[config.mk]
export PLATFORM = sky130hd
export DESIGN_NAME = sacl_ram
export DESIGN_NICKNAME = d
export VERILOG_FILES = /design/src/rtl/sacl_ram.sv
export SDC_FILE = /design/constraint.sdc
export NUM_CORES = 1
export LEC_CHECK = 0
export ABC_CLOCK_PERIOD_IN_PS = 4810
export BUFFER_PORTS_ARGS = -buffer_cell sky130_fd_sc_hd__clkbuf_2
export CORE_ASPECT_RATIO = 0.7
export CORE_MARGIN = 2
export CORE_UTILIZATION = 50
export CTS_CLUSTER_DIAMETER = 30
export DETAILED_ROUTE_END_ITERATION = 12
export GPL_ROUTABILITY_DRIVEN = 0
export PLACE_DENSITY_LB_ADDON = 0.2
export RECOVER_POWER = 50
export SYNTH_ARGS = -nofsm -noshare
export SYNTH_HDL_FRONTEND = slang
export SYNTH_SLANG_ARGS = --single-unit
[constraint.sdc]
create_clock -name clk_i -period 4.81 [get_ports clk_i]
set_clock_uncertainty 0.15 [all_clocks]
set_input_delay 1.2025 -clock clk_i [delete_from_list [all_inputs] [get_ports clk_i]]
set_output_delay 1.2025 -clock clk_i [all_outputs]
set_load 0.02 [all_outputs]
[src/rtl/sacl_ram.sv]
`timescale 1ns / 1ps
// ----------------------------------------------------------------------------
// sacl_ram
// Generic single-port synchronous RAM with a registered read.
// ----------------------------------------------------------------------------
module sacl_ram #(
  parameter int unsigned DATA_W = 8,
  parameter int unsigned DEPTH  = 64
) (
  input  logic                                        clk_i,
  input  logic                                        we_i,
  input  logic                                        re_i,
  input  logic [((DEPTH > 1) ? $clog2(DEPTH) : 1)-1:0] addr_i,
  input  logic [DATA_W-1:0]                           wdata_i,
  output logic [DATA_W-1:0]                           rdata_o
);

  logic [DATA_W-1:0] mem [DEPTH];
  logic [DATA_W-1:0] rdata_q;

  always_ff @(posedge clk_i) begin
    if (we_i) begin
      mem[addr_i] <= wdata_i;
    end
    if (re_i) begin
      rdata_q <= mem[addr_i];
    end
  end

  assign rdata_o = rdata_q;

endmodule

==> metrics.txt <==
result of the run=finished, violations left; violated checks=max-capacitance violations, max-slew violations; largest family of logic cells by synthesized area=multiplexers; critical-path cell with the highest stage delay=clkbuf_1; Slew Viols, Final=334; leading cell types in the layout, fill and taps excluded=edfxtp_1 (520), buf_4 (108), nor2_1 (81); static leakage=8.112 nW; number of diodes added for antenna fixing=0; number of flops mapped to enable cells by yosys=520; share of synthesized area occupied by flip-flops and latches=76.06%; vertical die dimension=173.5 um; Critical Path Sink Type=flip-flop; internal portion of total power=0.008528 W; wire length of the first global-routing pass=80500 um; max_slew headroom=-117.9%; reg-to-reg endpoint=rdata_o[1]; number of endpoints with negative hold slack in the final report=0; Most used DFF post-synth=edfxtp_1; data arrival time of the critical path=3640 ps; synth warn=0; buffering stage count on the worst path with inverters included=2; Switching Fraction=22.88%; hold crit path type=reg2reg; average detailed-routed wire length per instance=28.80 um; adder and majority gate portion of the synthesized area=0%; DP HPWL=35070 um; simple-gate portion of the synthesized area=5.692%; RSZ-0062 raised after global routing=no; syn_nets=1188; beginning of the worst hold path=mem[3][2]; worst-case reg-to-reg path depth=6; Resize count post-CTS=0; antenna violations before repair=1; DRC marker count from the first detailed-route iteration=1919; crit start category=input port; startpoint-to-endpoint class of the critical path=in2reg; pin count of the biggest net entering global routing=72; share of cell area taken by muxes after synthesis=8.228%; cell depth of the worst hold path=3; row count=62; number of clock sinks seen by CTS=520; Largest stage delay, worst path=2270 ps; worst reg2reg path startpoint=mem[4][1]; design area=24390 sq um; fraction of final layout cells with drive strength greater than 1=21.75%; vias in the first global route=11.42k; I/O pin total=25; 1st-pass router iterations=6; buffers from clock root to sink, at most=3; Skew-Pair Late Insertion Delay=610 ps; worst slew pin tran=3268 ps; xor/xnor share of the synthesized area=0%; crit path max fanout=64; Vias=12.05k; worst ir drop on vdd=0.3475 mV; number of H-tree levels=3; remaining number of nets flagged by the antenna check after routing=0; global route total overflow=0; leading cell type in the layout, fill and taps excluded=edfxtp_1; number of DRC violations after detailed routing=0; MaxCap Viol Count=8; post-synthesis instance area=20530 sq um; number of filler cells placed in the layout=3065; worst hold endpoint=rdata_o[2]; ratio of routed vias to standard cells=6.277; Port Buffer Count=24; Switching Power=0.002530 W; CP cell instances=clkbuf_2 -> clkbuf_1; Final Critical Period=3865 ps; Core ar.=40730 sq um; portion of total power attributed to sequential cells=45.7%; drt total wl=55270 um; clock edge transition at the registers on the reported setup and hold paths=50 ps; Logic pwr share=5.0%; fraction of the cycle the final worst path needs=80.36%; final total negative setup slack=0 ps; number of nets in the layout=1330; number of distinct library cells after synthesis=55; Root Buffer=clkbuf_16; postcts setup bufs=0; CTS tree=yes; number of standard cells after synthesis=1171; family with the most delay on the worst path=buffers and inverters; cell area after placement=21900 sq um; mean instance size in the synthesized netlist=17.53 sq um; Initial Util=50.41%; compound-cell area share of the yosys netlist=8.045%; flop-to-flop setup slack=2160 ps; clock buffer count from CTS=77; final count of negative-setup-slack endpoints=0; Overall Global Routing Usage=26.44%; clock group share of total power=49.4%; CTS Hold Buffers Added=0; worst endpoint required time=4590 ps; die width=246.2 um; die area=42720 sq um; Highest Clock Rate=0.2587 GHz; growth of design area from synthesis to finish=18.79%; fraction of registers with async set or reset after synthesis=0%; synthesis-stage register bit count=520; total power per unit cell area=453.4 nW/um^2
-- logic make-up after synthesis --
| group | count (synthesis) |
|---|---|
| compound gates | 222 |
| buf+inv | 84 |
| flops | 520 |
| mux | 116 |
| simple gates | 229 |
-- layout make-up --
class                   instances  area [sq um]  area share [%]
repair buffers                144          1030           4.222
multi-input cells             567          4512           18.50
well taps                     544         680.7           2.791
flip-flops and latches        520         15620           64.03
clock inverters                53         549.3           2.252
inverters                       3         11.26         0.04618
clock buffers                  88          1989           8.158
-- how the worst max path moves through the flow --
| stage | from | to | slack, ps | depth (start not counted) |
|---|---|---|---|---|
| final | wdata_i[2] | mem[62][2] | 940 | 2 |
| after global routing | wdata_i[2] | mem[15][2] | 820 | 2 |
| after CTS | addr_i[2] | rdata_o[1] | 1260 | 7 |
| after detailed placement | addr_i[2] | rdata_o[1] | 640 | 7 |
| after global placement | addr_i[1] | rdata_o[3] | 650 | 8 |
| after floorplan | addr_i[1] | mem[13][0] | 1360 | 7 |
-- cell usage after synthesis (12+ instances only) --
cell      number  area, sq um
a221oi_1      21        183.9
mux2i_1       63        630.6
buf_2         30        150.1
a31oi_1       15        93.84
edfxtp_1     520        15610
mux4_2        41        923.4
o22ai_1       22        137.6
clkbuf_1      36        135.1
nand3b_1      12        90.09
nand2_1       45        168.9
nor2_1        82        307.8
nand2b_1      24        150.1
a21oi_1       28        140.1
a22oi_1       40        300.3
-- metrics by stage --
step	cells	hold slack (ps)	worst slack, ps	util [%]	total power, W
floorplan	1171	489.3	1359	-	0.005412
global route	1919	652.7	820.9	59.88	0.01134
detailed placement	1778	597.5	644.9	53.78	0.005676
global placement	1778	583.8	646.9	53.78	0.005671
finish	1919	593.1	944.6	59.88	0.01106
CTS	1919	610.1	1261	60.01	0.01108
-- power by group through the flow --
stage	combinational, W	sequential, W	clock, W
2_1_floorplan	0.000272	0.00514	0
3_3_place_gp	0.000537	0.00513	0
3_5_place_dp	0.000540	0.00514	0
4_1_cts	0.000542	0.00504	0.00550
5_1_grt	0.000576	0.00505	0.00571
6_report	0.000547	0.00505	0.00546
-- routing by layer --
layer	up-vias	track usage (%)	routed length [um]
met5	-	0	0
met4	0	6.742	1158
met3	92	8.189	6922
met2	734	34.88	22940
met1	6141	42.37	24240
li1	5078	-	-
-- flip-flops by register name (all words and copies together), names as in the netlist --
register	flops
rdata_o	8
mem	512
Power figures use the tool's default switching activity.
